`src/hw/rtl/assert_macros.svh`:
```
// Concurrent assertion helpers shared by the RTL.
`ifndef ASSERT_MACROS_SVH
`define ASSERT_MACROS_SVH

// Check on every rising edge of clk, suspended while rst is high.
`define ASSERT_CLK(label, prop, msg) \
  label: assert property (@(posedge clk) disable iff (rst) prop) else $error(msg);

// Check on every rising edge of clk, reset included.
`define ASSERT_ALWAYS(label, prop, msg) \
  label: assert property (@(posedge clk) prop) else $error(msg);

`endif

```
`src/hw/rtl/gsbc_pkg.sv`:
```
package gsbc_pkg;

  localparam int SAMPLE_W           = 16;
  localparam int RATE_W             = 17;
  localparam int PROD_W             = 2 * SAMPLE_W;
  localparam int TOTAL_W            = 32;
  localparam int WLEN_W             = 10;
  localparam int THR_W              = 20;
  localparam int CFG_IDX_W          = 1;
  localparam int CFG_DATA_W         = 20;
  localparam int COUNT_BITS_DEFAULT = 10;

  localparam logic [WLEN_W-1:0] WLEN_RESET = 10'd500;
  localparam logic [THR_W-1:0]  THR_RESET  = 20'd10;

  typedef enum logic [CFG_IDX_W-1:0] {
    REG_WINDOW_LENGTH   = 1'b0,
    REG_STILL_THRESHOLD = 1'b1
  } cfg_reg_t;

  typedef enum logic [3:0] {
    S_IDLE,
    S_SQ_LOAD,
    S_SQ_RUN,
    S_DIVSQ_LOAD,
    S_DIVSQ_RUN,
    S_JUDGE,
    S_DIVSUM_LOAD,
    S_DIVSUM_RUN,
    S_EMIT
  } state_t;

  // Status of a serial arithmetic unit.
  typedef struct packed {
    logic busy;
    logic done;
  } unit_stat_t;

endpackage

```
`src/hw/rtl/gsbc_ifs.sv`:
```
interface gsbc_sample_if;
  logic                                valid;
  logic                                ready;
  logic signed [gsbc_pkg::SAMPLE_W-1:0] raw_x;
  logic signed [gsbc_pkg::SAMPLE_W-1:0] raw_y;
  logic signed [gsbc_pkg::SAMPLE_W-1:0] raw_z;

  modport source (output valid, raw_x, raw_y, raw_z, input ready);
  modport sink (input valid, raw_x, raw_y, raw_z, output ready);
endinterface

interface gsbc_rate_if;
  logic                              valid;
  logic                              ready;
  logic signed [gsbc_pkg::RATE_W-1:0] rate_x;
  logic signed [gsbc_pkg::RATE_W-1:0] rate_y;
  logic signed [gsbc_pkg::RATE_W-1:0] rate_z;
  logic                              window_closed;
  logic                              bias_updated;

  modport source (output valid, rate_x, rate_y, rate_z, window_closed, bias_updated,
                  input ready);
  modport sink (input valid, rate_x, rate_y, rate_z, window_closed, bias_updated,
                output ready);
endinterface

interface gsbc_cfg_if;
  logic                             valid;
  logic                             ready;
  logic [gsbc_pkg::CFG_IDX_W-1:0]  index;
  logic [gsbc_pkg::CFG_DATA_W-1:0] data;

  modport source (output valid, index, data, input ready);
  modport sink (input valid, index, data, output ready);
endinterface

```
`src/hw/rtl/gsbc_sq_mul.sv`:
```
// Shift-and-add squarer, one multiplier bit per cycle.
module gsbc_sq_mul (
  input  logic                             clk,
  input  logic                             rst,
  input  logic                             start,
  input  logic [gsbc_pkg::SAMPLE_W-1:0]    mag,
  output logic [gsbc_pkg::PROD_W-1:0]      product,
  output gsbc_pkg::unit_stat_t             stat
);

  localparam int W     = gsbc_pkg::SAMPLE_W;
  localparam int CNT_W = $clog2(W + 1);

  logic [CNT_W-1:0] cnt;
  logic             done;
  logic [W-1:0]     a;
  logic [W-1:0]     hi;
  logic [W-1:0]     lo;
  logic [W:0]       sum;

  assign sum = {1'b0, hi} + (lo[0] ? {1'b0, a} : {(W + 1){1'b0}});

  always_ff @(posedge clk) begin
    if (rst) begin
      cnt  <= '0;
      done <= 1'b0;
    end else begin
      done <= 1'b0;
      if (start) begin
        cnt <= CNT_W'(W);
      end else if (cnt != '0) begin
        cnt <= cnt - CNT_W'(1);
        if (cnt == CNT_W'(1)) begin
          done <= 1'b1;
        end
      end
    end
  end

  always_ff @(posedge clk) begin
    if (start) begin
      a  <= mag;
      hi <= '0;
      lo <= mag;
    end else if (cnt != '0) begin
      hi <= sum[W:1];
      lo <= {sum[0], lo[W-1:1]};
    end
  end

  assign product   = {hi, lo};
  assign stat.busy = (cnt != '0);
  assign stat.done = done;

endmodule

```
`src/hw/rtl/gsbc_divider.sv`:
```
// Restoring divider, one quotient bit per cycle, MSB first.
module gsbc_divider #(
  parameter int DVD_W = 40,
  parameter int DVS_W = 10
) (
  input  logic              clk,
  input  logic              rst,
  input  logic              start,
  input  logic [DVD_W-1:0]  dividend,
  input  logic [DVS_W-1:0]  divisor,
  output logic [DVD_W-1:0]  quotient,
  output gsbc_pkg::unit_stat_t stat
);

  localparam int CNT_W = $clog2(DVD_W + 1);

  logic [CNT_W-1:0] cnt;
  logic             done;
  logic [DVS_W-1:0] rem;
  logic [DVS_W-1:0] dvs;
  logic [DVD_W-1:0] quo;
  logic [DVS_W:0]   shifted;
  logic             fits;
  logic [DVS_W:0]   trial;

  assign shifted = {rem, quo[DVD_W-1]};
  assign fits    = (shifted >= {1'b0, dvs});
  assign trial   = shifted - {1'b0, dvs};

  always_ff @(posedge clk) begin
    if (rst) begin
      cnt  <= '0;
      done <= 1'b0;
    end else begin
      done <= 1'b0;
      if (start) begin
        cnt <= CNT_W'(DVD_W);
      end else if (cnt != '0) begin
        cnt <= cnt - CNT_W'(1);
        if (cnt == CNT_W'(1)) begin
          done <= 1'b1;
        end
      end
    end
  end

  // Shift the dividend out at the top, quotient bits in at the bottom.
  always_ff @(posedge clk) begin
    if (start) begin
      rem <= '0;
      dvs <= divisor;
      quo <= dividend;
    end else if (cnt != '0) begin
      rem <= fits ? trial[DVS_W-1:0] : shifted[DVS_W-1:0];
      quo <= {quo[DVD_W-2:0], fits};
    end
  end

  assign quotient  = quo;
  assign stat.busy = (cnt != '0);
  assign stat.done = done;

endmodule

```
`src/hw/rtl/gyro_still_bias_calibrator.sv`:
```
// Channel   Modport  Request carries                          Accepted when
// samples   sink     raw_x, raw_y, raw_z                      valid && ready
// rates     source   rate_x/y/z, window_closed, bias_updated  valid && ready
// cfg       sink     index, data                              valid && ready
//
// An accumulated sample is worked axis by axis on the one-bit-per-cycle squarer between
// accept and emit. A window-closing sample divides the three square sums and, when the window
// is judged still, the three axis sums on the one-bit-per-cycle divider; an empty window
// goes straight from accept to emit. rst is synchronous: it clears the sums, count, biases
// and the output valid and restores the register defaults. A stalled rates request holds
// in its register while the next sample is worked on; only the emit step waits for it
// to be taken.
`include "assert_macros.svh"

module gyro_still_bias_calibrator #(
  parameter int COUNT_BITS = gsbc_pkg::COUNT_BITS_DEFAULT
) (
  input logic           clk,
  input logic           rst,
  gsbc_sample_if.sink   samples,
  gsbc_rate_if.source   rates,
  gsbc_cfg_if.sink      cfg
);

  localparam int SW     = gsbc_pkg::SAMPLE_W;
  localparam int RW     = gsbc_pkg::RATE_W;
  localparam int SUM_W  = SW + COUNT_BITS;
  localparam int SQ_W   = 2 * SW - 2 + COUNT_BITS;
  localparam int CMP_W  = (COUNT_BITS > gsbc_pkg::WLEN_W) ? COUNT_BITS : gsbc_pkg::WLEN_W;
  localparam logic [COUNT_BITS-1:0] COUNT_MAX = '1;

  gsbc_pkg::state_t state;
  gsbc_pkg::state_t state_next;

  // Configuration
  logic [gsbc_pkg::WLEN_W-1:0] window_length;
  logic [gsbc_pkg::THR_W-1:0]  still_threshold;

  // Calibration state
  logic [COUNT_BITS-1:0]   sample_count;
  logic signed [SW-1:0]    previous_sample [3];
  logic signed [SUM_W-1:0] axis_sum [3];
  logic [SQ_W-1:0]         diff_square_sum [3];
  logic signed [SW-1:0]    axis_bias [3];

  // Per-item working registers
  logic signed [SW-1:0]             sample [3];
  logic [1:0]                       ax;
  logic [gsbc_pkg::TOTAL_W-1:0]     total;
  logic                             closed;
  logic                             updated;
  logic                             sum_neg;

  // Output register
  logic                 out_valid;
  logic signed [RW-1:0] rate_x;
  logic signed [RW-1:0] rate_y;
  logic signed [RW-1:0] rate_z;
  logic                 out_closed;
  logic                 out_updated;

  // Serial units
  logic                         mul_start;
  logic [SW-1:0]                mul_mag;
  logic [gsbc_pkg::PROD_W-1:0]  mul_product;
  gsbc_pkg::unit_stat_t         mul_stat;
  logic                         div_start;
  logic [SQ_W-1:0]              div_dividend;
  logic [SQ_W-1:0]              div_quot;
  gsbc_pkg::unit_stat_t         div_stat;

  logic                 window_open;
  logic signed [SW-1:0] diff;
  logic [SUM_W-1:0]     abs_sum;
  logic                 emit_go;

  // A window stays open below the programmed length and below the count ceiling.
  assign window_open = (CMP_W'(sample_count) < CMP_W'(window_length)) &&
                       (sample_count != COUNT_MAX);

  // Wrapped sample-to-sample difference; its magnitude feeds the squarer.
  assign diff    = sample[ax] - previous_sample[ax];
  assign mul_mag = diff[SW-1] ? SW'(-diff) : SW'(diff);

  assign abs_sum      = axis_sum[ax][SUM_W-1] ? SUM_W'(-axis_sum[ax]) : SUM_W'(axis_sum[ax]);
  assign div_dividend = (state == gsbc_pkg::S_DIVSUM_LOAD) ? SQ_W'(abs_sum)
                                                            : diff_square_sum[ax];

  assign emit_go = !out_valid || rates.ready;

  gsbc_sq_mul u_sq_mul (
    .clk     (clk),
    .rst     (rst),
    .start   (mul_start),
    .mag     (mul_mag),
    .product (mul_product),
    .stat    (mul_stat)
  );

  gsbc_divider #(
    .DVD_W (SQ_W),
    .DVS_W (COUNT_BITS)
  ) u_divider (
    .clk      (clk),
    .rst      (rst),
    .start    (div_start),
    .dividend (div_dividend),
    .divisor  (sample_count),
    .quotient (div_quot),
    .stat     (div_stat)
  );

  always_ff @(posedge clk) begin
    if (rst) begin
      state <= gsbc_pkg::S_IDLE;
    end else begin
      state <= state_next;
    end
  end

  always_comb begin
    state_next    = state;
    samples.ready = 1'b0;
    mul_start     = 1'b0;
    div_start     = 1'b0;
    unique case (state)
      gsbc_pkg::S_IDLE: begin
        samples.ready = 1'b1;
        if (samples.valid) begin
          priority if (window_open) begin
            state_next = gsbc_pkg::S_SQ_LOAD;
          end else if (sample_count == '0) begin
            state_next = gsbc_pkg::S_EMIT;
          end else begin
            state_next = gsbc_pkg::S_DIVSQ_LOAD;
          end
        end
      end
      gsbc_pkg::S_SQ_LOAD: begin
        mul_start  = 1'b1;
        state_next = gsbc_pkg::S_SQ_RUN;
      end
      gsbc_pkg::S_SQ_RUN: begin
        if (mul_stat.done) begin
          state_next = (ax == 2'd2) ? gsbc_pkg::S_EMIT : gsbc_pkg::S_SQ_LOAD;
        end
      end
      gsbc_pkg::S_DIVSQ_LOAD: begin
        div_start  = 1'b1;
        state_next = gsbc_pkg::S_DIVSQ_RUN;
      end
      gsbc_pkg::S_DIVSQ_RUN: begin
        if (div_stat.done) begin
          state_next = (ax == 2'd2) ? gsbc_pkg::S_JUDGE : gsbc_pkg::S_DIVSQ_LOAD;
        end
      end
      gsbc_pkg::S_JUDGE: begin
        state_next = (total < gsbc_pkg::TOTAL_W'(still_threshold)) ? gsbc_pkg::S_DIVSUM_LOAD
                                                                   : gsbc_pkg::S_EMIT;
      end
      gsbc_pkg::S_DIVSUM_LOAD: begin
        div_start  = 1'b1;
        state_next = gsbc_pkg::S_DIVSUM_RUN;
      end
      gsbc_pkg::S_DIVSUM_RUN: begin
        if (div_stat.done) begin
          state_next = (ax == 2'd2) ? gsbc_pkg::S_EMIT : gsbc_pkg::S_DIVSUM_LOAD;
        end
      end
      gsbc_pkg::S_EMIT: begin
        if (emit_go) begin
          state_next = gsbc_pkg::S_IDLE;
        end
      end
      default: state_next = gsbc_pkg::S_IDLE;
    endcase
  end

  assign cfg.ready = 1'b1;

  // Configuration, calibration state and output valid.
  always_ff @(posedge clk) begin
    if (rst) begin
      window_length   <= gsbc_pkg::WLEN_RESET;
      still_threshold <= gsbc_pkg::THR_RESET;
      sample_count    <= '0;
      ax              <= 2'd0;
      out_valid       <= 1'b0;
      for (int i = 0; i < 3; i++) begin
        previous_sample[i] <= '0;
        axis_sum[i]        <= '0;
        diff_square_sum[i] <= '0;
        axis_bias[i]       <= '0;
      end
    end else begin
      if (cfg.valid) begin
        unique case (gsbc_pkg::cfg_reg_t'(cfg.index))
          gsbc_pkg::REG_WINDOW_LENGTH:
            window_length <= cfg.data[gsbc_pkg::WLEN_W-1:0];
          gsbc_pkg::REG_STILL_THRESHOLD:
            still_threshold <= cfg.data[gsbc_pkg::THR_W-1:0];
        endcase
      end

      // Raise valid at emit; drop it once the waiting result is taken.
      if (state == gsbc_pkg::S_EMIT && emit_go) begin
        out_valid <= 1'b1;
      end else if (rates.ready) begin
        out_valid <= 1'b0;
      end

      unique case (state)
        gsbc_pkg::S_IDLE: begin
          if (samples.valid) begin
            ax <= 2'd0;
          end
        end
        gsbc_pkg::S_SQ_LOAD: begin
          axis_sum[ax]        <= axis_sum[ax] + SUM_W'(sample[ax]);
          previous_sample[ax] <= sample[ax];
        end
        gsbc_pkg::S_SQ_RUN: begin
          if (mul_stat.done) begin
            diff_square_sum[ax] <= diff_square_sum[ax] + SQ_W'(mul_product);
            if (ax == 2'd2) begin
              ax           <= 2'd0;
              sample_count <= sample_count + COUNT_BITS'(1);
            end else begin
              ax <= ax + 2'd1;
            end
          end
        end
        gsbc_pkg::S_DIVSQ_RUN, gsbc_pkg::S_DIVSUM_RUN: begin
          if (div_stat.done) begin
            ax <= (ax == 2'd2) ? 2'd0 : ax + 2'd1;
            if (state == gsbc_pkg::S_DIVSUM_RUN) begin
              // Truncate toward zero: divide the magnitude, restore the sign.
              axis_bias[ax] <= sum_neg ? -div_quot[SW-1:0] : div_quot[SW-1:0];
            end
          end
        end
        gsbc_pkg::S_EMIT: begin
          if (emit_go) begin
            if (closed) begin
              sample_count <= '0;
              for (int i = 0; i < 3; i++) begin
                axis_sum[i]        <= '0;
                diff_square_sum[i] <= '0;
              end
            end
          end
        end
        default: ;
      endcase
    end
  end

  // Per-item working registers and output payload.
  always_ff @(posedge clk) begin
    unique case (state)
      gsbc_pkg::S_IDLE: begin
        if (samples.valid) begin
          // Remap to body axes: x' = -y (wrapping), y' = x, z' = z.
          sample[0] <= -samples.raw_y;
          sample[1] <= samples.raw_x;
          sample[2] <= samples.raw_z;
          closed    <= !window_open;
          updated   <= 1'b0;
          total     <= '0;
        end
      end
      gsbc_pkg::S_DIVSQ_RUN: begin
        if (div_stat.done) begin
          total <= total + div_quot[gsbc_pkg::TOTAL_W-1:0];
        end
      end
      gsbc_pkg::S_DIVSUM_LOAD: begin
        sum_neg <= axis_sum[ax][SUM_W-1];
      end
      gsbc_pkg::S_DIVSUM_RUN: begin
        if (div_stat.done) begin
          updated <= 1'b1;
        end
      end
      gsbc_pkg::S_EMIT: begin
        if (emit_go) begin
          rate_x      <= RW'(sample[0]) - RW'(axis_bias[0]);
          rate_y      <= RW'(sample[1]) - RW'(axis_bias[1]);
          rate_z      <= RW'(sample[2]) - RW'(axis_bias[2]);
          out_closed  <= closed;
          out_updated <= updated;
        end
      end
      default: ;
    endcase
  end

  assign rates.valid         = out_valid;
  assign rates.rate_x        = rate_x;
  assign rates.rate_y        = rate_y;
  assign rates.rate_z        = rate_z;
  assign rates.window_closed = out_closed;
  assign rates.bias_updated  = out_updated;

  `ASSERT_CLK(a_bias_hold, (state != gsbc_pkg::S_DIVSUM_RUN) |=> ($stable(axis_bias[0]) && $stable(axis_bias[1]) && $stable(axis_bias[2])), "bias changed outside a mean division")
  `ASSERT_CLK(a_valid_from_emit, $rose(rates.valid) |-> $past(state == gsbc_pkg::S_EMIT), "result raised outside emit")
  `ASSERT_CLK(a_mul_free, (state == gsbc_pkg::S_SQ_LOAD) |-> !mul_stat.busy, "squarer started while busy")
  `ASSERT_CLK(a_div_free, (state == gsbc_pkg::S_DIVSQ_LOAD || state == gsbc_pkg::S_DIVSUM_LOAD) |-> !div_stat.busy, "divider started while busy")
  `ASSERT_ALWAYS(a_axis_rewound, (!rst && state == gsbc_pkg::S_EMIT) |-> (ax == 2'd0), "axis index not rewound at emit")

endmodule

```
`src/flat_wrapper.sv`:
```
// flat-port wrapper written by rule: the top's interface ports become plain ports
module gyro_still_bias_calibrator_flat 
#(
  parameter int COUNT_BITS = gsbc_pkg::COUNT_BITS_DEFAULT
)
  (clk, rst, samples_valid, samples_raw_x, samples_raw_y, samples_raw_z, samples_ready, rates_valid, rates_rate_x, rates_rate_y, rates_rate_z, rates_window_closed, rates_bias_updated, rates_ready, cfg_valid, cfg_index, cfg_data, cfg_ready);
  gsbc_sample_if samples_i ();
  gsbc_rate_if rates_i ();
  gsbc_cfg_if cfg_i ();
  input logic clk;
  input logic rst;
  input wire logic [$bits(samples_i.valid)-1:0] samples_valid;
  input wire logic [$bits(samples_i.raw_x)-1:0] samples_raw_x;
  input wire logic [$bits(samples_i.raw_y)-1:0] samples_raw_y;
  input wire logic [$bits(samples_i.raw_z)-1:0] samples_raw_z;
  output wire logic [$bits(samples_i.ready)-1:0] samples_ready;
  output wire logic [$bits(rates_i.valid)-1:0] rates_valid;
  output wire logic [$bits(rates_i.rate_x)-1:0] rates_rate_x;
  output wire logic [$bits(rates_i.rate_y)-1:0] rates_rate_y;
  output wire logic [$bits(rates_i.rate_z)-1:0] rates_rate_z;
  output wire logic [$bits(rates_i.window_closed)-1:0] rates_window_closed;
  output wire logic [$bits(rates_i.bias_updated)-1:0] rates_bias_updated;
  input wire logic [$bits(rates_i.ready)-1:0] rates_ready;
  input wire logic [$bits(cfg_i.valid)-1:0] cfg_valid;
  input wire logic [$bits(cfg_i.index)-1:0] cfg_index;
  input wire logic [$bits(cfg_i.data)-1:0] cfg_data;
  output wire logic [$bits(cfg_i.ready)-1:0] cfg_ready;
  assign samples_i.valid = samples_valid;
  assign samples_i.raw_x = samples_raw_x;
  assign samples_i.raw_y = samples_raw_y;
  assign samples_i.raw_z = samples_raw_z;
  assign samples_ready = samples_i.ready;
  assign rates_valid = rates_i.valid;
  assign rates_rate_x = rates_i.rate_x;
  assign rates_rate_y = rates_i.rate_y;
  assign rates_rate_z = rates_i.rate_z;
  assign rates_window_closed = rates_i.window_closed;
  assign rates_bias_updated = rates_i.bias_updated;
  assign rates_i.ready = rates_ready;
  assign cfg_i.valid = cfg_valid;
  assign cfg_i.index = cfg_index;
  assign cfg_i.data = cfg_data;
  assign cfg_ready = cfg_i.ready;
  gyro_still_bias_calibrator #(.COUNT_BITS(COUNT_BITS)) u_core (.clk(clk), .rst(rst), .samples(samples_i), .rates(rates_i), .cfg(cfg_i));
endmodule
```
`config.mk`:
```
export PLATFORM = sky130hd
export DESIGN_NAME = gyro_still_bias_calibrator_flat
export DESIGN_NICKNAME = d
export VERILOG_FILES = /design/src/hw/rtl/gsbc_pkg.sv /design/src/hw/rtl/gsbc_ifs.sv /design/src/hw/rtl/gsbc_sq_mul.sv /design/src/hw/rtl/gsbc_divider.sv /design/src/hw/rtl/gyro_still_bias_calibrator.sv /design/src/flat_wrapper.sv
export VERILOG_INCLUDE_DIRS = /design/src /design/src/hw/rtl
export SDC_FILE = /design/constraint.sdc
export NUM_CORES = 1
export LEC_CHECK = 0
export BUFFER_PORTS_ARGS = -buffer_cell sky130_fd_sc_hd__clkbuf_2
export CORE_ASPECT_RATIO = 1.1
export CORE_MARGIN = 1
export CORE_UTILIZATION = 52
export CTS_BUF_LIST = sky130_fd_sc_hd__clkbuf_4 sky130_fd_sc_hd__clkbuf_8
export DETAILED_ROUTE_END_ITERATION = 6
export PLACE_DENSITY_LB_ADDON = 0.08
export SKIP_CTS_REPAIR_TIMING = 1
export SYNTH_ARGS = -nofsm -noshare
export SYNTH_HDL_FRONTEND = slang
export SYNTH_HIERARCHICAL = 1
export SYNTH_SLANG_ARGS = --single-unit
```
`constraint.sdc`:
```
create_clock -name clk -period 6.8 [get_ports clk]
set_input_delay 0.34 -clock clk [delete_from_list [all_inputs] [get_ports clk]]
set_output_delay 0.34 -clock clk [all_outputs]
set_load 0.02 [all_outputs]
```
======== Yosys cells after proc, flatten, opt, wreduce, memory -nomap -nowiden ========
Memories as Yosys holds them, arrays and structs flattened. A register that Yosys moved wholly into a read port is not among the register bits.
Index checks and enable logic that the tools add are counted.
word-level totals
  bits in latches ......................... 0
  bits of input ports ..................... 74
  flip-flop bits (word level) ............. 256
  bits in writable memories ............... 342
  output and inout port bits .............. 56
  logic and storage cells ................. 212
  memories kept ........................... 5
  bits in read-only memories .............. 0
memories
  name                    words  width  rd ports  clocked after Yosys merged registers in  wr ports  line                              RTL
  u_core.diff_square_sum  3      40     1         1                                        3         gyro_still_bias_calibrator.sv:43  logic [SQ_W-1:0] diff_square_sum [3];
  u_core.axis_sum         3      26     1         1                                        3         gyro_still_bias_calibrator.sv:42  logic signed [SUM_W-1:0] axis_sum [3];
  u_core.axis_bias        3      16     3         0                                        3         gyro_still_bias_calibrator.sv:44  logic signed [SW-1:0] axis_bias [3];
  u_core.previous_sample  3      16     1         1                                        3         gyro_still_bias_calibrator.sv:41  logic signed [SW-1:0] previous_sample [3];
  u_core.sample           3      16     4         1                                        3         gyro_still_bias_calibrator.sv:47  logic signed [SW-1:0] sample [3];
operators by class
  shifts and indexed selects .............. 0
  reduce and logical (&&, ||, !) cells .... 35
  equal/unequal tests ..................... 20
  mux-type cells .......................... 96
  bitwise operators ....................... 9
  add/sub/neg operators ................... 17
  $mul .................................... 0
  divide/modulo/power cells ............... 0
  $lt $le $gt $ge ......................... 3
operators by type and width
  operator            count
  $mux 40             7
  $mux 26             5
  $mux 16             7
  $mux 32             2
  $pmux 32 s2         1
  $sub 16x16->17      3
  $mux 10             5
  $neg 16->16         3
  $add 40x32->40      1
  $mux 4              10
  $reduce_or 40->1    1
  $pmux 4 s9          1
  $mux 1              34
  $add 32x32->32      1
  $lt 32x20->1        1
  $mux 2              16
  $reduce_or 16->1    2
  $add 26x16->26      1
  $neg 26->26         1
  $reduce_or 26->1    1
  $pmux 10 s2         1
  $add 16x17->17      1
  $eq 4x3->1 const B  4
  $sub 16x16->16      1
  38 further kinds    70

======== Logic depth before layout (Yosys ltp) ========
  depth in word-level cells ............... 8
  gate-level depth with buffers ........... 24
  gate-level depth less buffers ........... 16

======== Cells and area by module ========
Netlist, hierarchy kept.
by module, submodules not included
  module                      cells each  times used  area each (sq um)  seq. area each (sq um)
  gyro_still_bias_calibrator  2851        1           31388.9            16355.7
  gsbc_divider                279         1           3455.8             1841.8
  gsbc_sq_mul                 262         1           2867.8             1401.3

======== Worst setup path after synthesis ========
Ideal clock, no wire load.
  path kind ............................... register -> register
  from .................................... reg u_core.state[1]
  to ...................................... mem u_core/diff_square_sum[2][0] (netlist bit), enable pin
  period minus slack after synthesis ...... 5.661 ns
  cell stages (with the launch flop) ...... 6
  buffers on the path ..................... 0
  required time ........................... 6.307 ns
  path slack .............................. 1.139 ns
  library setup time ...................... 0.493 ns
  arrival time ............................ 5.168 ns
  cells stage by stage .................... dfxtp_1 -> nor2_1 -> nand3_1 -> nor2b_1 -> a21oi_1 -> o21ai_0
RTL lines
  element                 line                               RTL
  from (decl)             gyro_still_bias_calibrator.sv:32   gsbc_pkg::state_t state;
  from (signal assigned)  gyro_still_bias_calibrator.sv:115  state <= gsbc_pkg::S_IDLE;
  from (signal assigned)  gyro_still_bias_calibrator.sv:117  state <= state_next;
  to (decl)               gyro_still_bias_calibrator.sv:43

==> reports/summary.txt <==
Status -> finished, final reports clean
Post-DR wirelength/cell -> 21.3 um
Die width -> 259 um
Die area -> 0.0736 mm2
Buffers on Ports -> 128
Pre-CTS setup slack -> 1.53 ns
CP peak stage delay -> 0.92 ns
Worst Reg-to-Reg Cells -> 13
Vias in the first global route -> 26500
Yosys reg bits -> 682
CP Launch Type -> flop
Sequential-to-total area share from yosys stat -> 52.0%
Vias -> 26900
CP Class -> flop to flop
Critical path, cell by cell -> buf_4 > mux4_2 > ha_1 > fa_1 > a211oi_1 > nor2_1 > o21ai_0 > o21ai_0 > a31oi_1 > o211ai_1 > nand3_1 > xor2_1 > nor2_1
Clock root cell -> clkbuf_8
Clk_skew -> 0.0454 ns
Hold Path Origin -> samples_raw_y[5]
Fin crit period -> 5.33 ns
Final HPWL DP -> 69600 um
Logic pwr share -> 36.1%
Vias per Instance -> 5.79
Critical path endpoint category -> flop
# fillers -> 6014
Area growth, synth to finish -> 11.9%
Main synth FF type -> edfxtp_1
Core Util, Final -> 58.8%
Switching share of power -> 36.7%
Post-route ant nets -> 0
Clock slew at the register clock pins of the worst setup and hold paths -> 0.06 ns
Global Route Usage Sum -> 26.8%
Initial antenna violation count -> 2
FF-to-FF End -> u_core/diff_square_sum[2][36]$_SDFFCE_PN0P_
Endpoints failing hold -> 0
Routability Congestion -> 0.914
Post-Syn Instances -> 3392
Core area -> 0.0718 mm2
Slack of the critical path -> 1.47 ns
DRC -> 0
CP delay by family, top -> compound AO/OA/AOI/OAI gates
Cell Area, Synth -> 0.0377 mm2
Worst Max-Slew Pin Slew -> 0.987 ns
Drt total wl -> 99100 um
Syn. warnings -> 6
Worst Path Required -> 7.27 ns
Final Max Tran Viols -> 0
Num rows -> 103
Total gr overflow -> 0
Relative slew margins -> 33.8%
Clk sink count -> 682
DRT iter0 DRCs -> 2260
CTS tree -> done
Bufs on Longest Clock Path -> 3
Final #Nets -> 3903
Critical path fanouts, max -> 68
Drt pass-1 iters -> 5
# Max-Cap Violations -> 0
Total leakage power -> 16.6 nW
Final Cell Area -> 0.0422 mm2
Die Y -> 284 um
Synth Net Count -> 3691
Num CTS Buffers -> 112
Power per cell area -> 348 mW/mm2
Seq pwr share -> 39.2%
Avg Inst Size Synth -> 11.1 um2
Worst-skew pair later-pin latency -> 0.74 ns
Dpl cell area -> 0.0393 mm2
Max VDD drop -> 0.184 mV
FMAX -> 0.188 GHz
Post-synth EDFFs -> 594
CTS H-tree depth -> 3
Setup violators final -> 0
First-pass GRT wire length -> 151000 um
Critical path buffers and inverters -> 1
Largest net degree at the start of global routing -> 84
WHS Path Cells -> 3
Initial Utilization -> 52.5%
Post-synth cell types -> 94
Final worst-path cycle share -> 78.4%
PnR Total Power -> 14.7 mW
Slowest stage cell on the critical path -> dfxtp_4
RSZ-0062 raised after global routing -> false
Fin Setup TNS -> 0 ns
Worst Path Arrival -> 5.80 ns
Hold Path Class -> input pin to flop
Layout cells sized above 1 -> 14.1%
Int Power -> 9.31 mW
R2r setup slk -> 1.47 ns
Ys async rst share -> 0%
Clock share of power -> 24.8%
Hold Path Sink -> u_core/sample[0][5]$_DFFE_PP_
Psw -> 5.39 mW
IO Pins -> 130
-- registers in the layout, summed over array words and instances (netlist names), 17 cells and up, named ones only --
register,count
u_core/previous_sample,64
u_core/rates.rate_x,17
u_core/rates.rate_z,17
u_core/diff_square_sum,160
u_core/u_divider/quotient,40
u_core/total,32
u_core/rates.rate_y,17
u_core/axis_bias,48
u_core/still_threshold,20
u_core/axis_sum,104
u_core/sample,48
-- how the worst max path moves through the flow --
| stage | from | end | slack [ns] | cells after the start |
|---|---|---|---|---|
| 6_report | flop | u_core/diff_square_sum[2][36]$_SDFFCE_PN0P_ | 1.47 | 13 |
| 5_1_grt | flop | u_core/diff_square_sum[2][32]$_SDFFCE_PN0P_ | 1.10 | 13 |
| 4_1_cts | flop | u_core/diff_square_sum[2][36]$_SDFFCE_PN0P_ | 1.51 | 13 |
| 3_5_place_dp | flop | u_core/diff_square_sum[2][36]$_SDFFCE_PN0P_ | 1.53 | 13 |
| 3_3_place_gp | flop | u_core/diff_square_sum[2][34]$_SDFFCE_PN0P_ | 1.55 | 13 |
| 2_1_floorplan | u_core/state[1]$_SDFFE_PP0P_ | u_core/diff_square_sum[2][0]$_SDFFCE_PN0P_ | 1.14 | 5 |
-- layout make-up --
cell class / instances / area, um2 / share of cell area, %
Inverter: 266 / 998 / 2.37
Tap cell: 945 / 1180 / 2.80
Timing Repair Buffer: 224 / 1540 / 3.65
Clock buffer: 147 / 1830 / 4.33
Sequential cell: 682 / 19600 / 46.5
Antenna cell: 2 / 5.00 / 0.0119
Multi-Input combinational cell: 2318 / 16600 / 39.3
Clock inverter: 60 / 443 / 1.05
-- metrics by stage --
stage,hold WS (ns),instances
4_1_cts,-0.277,4575
6_report,0.0202,4644
2_1_floorplan,0.400,3392
5_1_grt,-0.00208,4644
3_5_place_dp,0.450,4368
3_3_place_gp,0.450,4368
-- cell usage after synthesis, drive strengths merged (20+ instances only) --
master	n	area share (%)
a31oi	23	0.38
or3	22	0.38
o31ai	22	0.45
nor2b	30	0.50
nor4	20	0.33
a21oi	190	2.6
buf	44	0.67
mux2i	24	0.64
nor3	63	0.85
a21o	50	1.0
nand4	22	0.36
nand2	221	2.2
nand3	59	0.78
nand2b	38	0.63
mux2	60	1.8
inv	266	2.6
edfxtp	594	47
dfxtp	88	4.7
o21ai	131	1.7
xor2	85	2.0
o21a	25	0.50
xnor2	133	3.1
nor2	496	5.0
a211oi	28	0.56
clkbuf	82	0.82
mux4	81	4.9
and3	26	0.43
ha	216	7.2
and2	37	0.61
-- routing by layer --
metal | routed length, um | track usage [%] | vias up
li1 | - | - | 12700
met1 | 43400 | 36.0 | 13200
met2 | 47900 | 44.7 | 799
met3 | 5280 | 3.74 | 158
met4 | 2610 | 8.49 | 0
met5 | 0 | 0 | -
-- worst register-to-register path, cell delays in order, from the launching register on --
cell,delay [ns]
dfxtp_4,0.92
buf_4,0.79
mux4_2,0.50
ha_1,0.25
fa_1,0.44
a211oi_1,0.25
nor2_1,0.10
o21ai_0,0.24
o21ai_0,0.28
a31oi_1,0.41
o211ai_1,0.30
nand3_1,0.20
xor2_1,0.30
nor2_1,0.09
-- logic make-up after synthesis --
logic type	Yosys count	share of synthesized area (%)
adders and majority gates	225	7.64
and+or+nand+nor	1093	13.3
buffers and inverters	392	4.14
muxes	165	7.32
other	1	0.00994
xor gates and xnor gates	218	5.06
DFF	682	52.0
AOI/OAI and AO/OA	616	10.6
-- cells in the final DEF, fill, tap and decap left out, types with 86 or more instances in the layout --
cell      synthesis  routed
clkbuf_2          1     128
o21ai_0         124     122
nand2_1         219     217
inv_1           265     264
dfxtp_1          88      86
xnor2_1         133     133
nor2_1          495     495
a21oi_1         185     185
edfxtp_1        594     594
ha_1            216     216
clkbuf_8          0     116
-- power by group through the flow --
| stage | Combinational (mW) | Clock (mW) | Sequential (mW) |
|---|---|---|---|
| 2_1_floorplan | 4.02 | 0 | 5.59 |
| 3_3_place_gp | 5.08 | 0 | 5.82 |
| 3_5_place_dp | 5.19 | 0 | 5.84 |
| 4_1_cts | 5.23 | 3.74 | 5.76 |
| 5_1_grt | 5.85 | 3.92 | 5.81 |
| 6_report | 5.30 | 3.64 | 5.76 |
No activity file was read; power rests on OpenSTA's default activity.
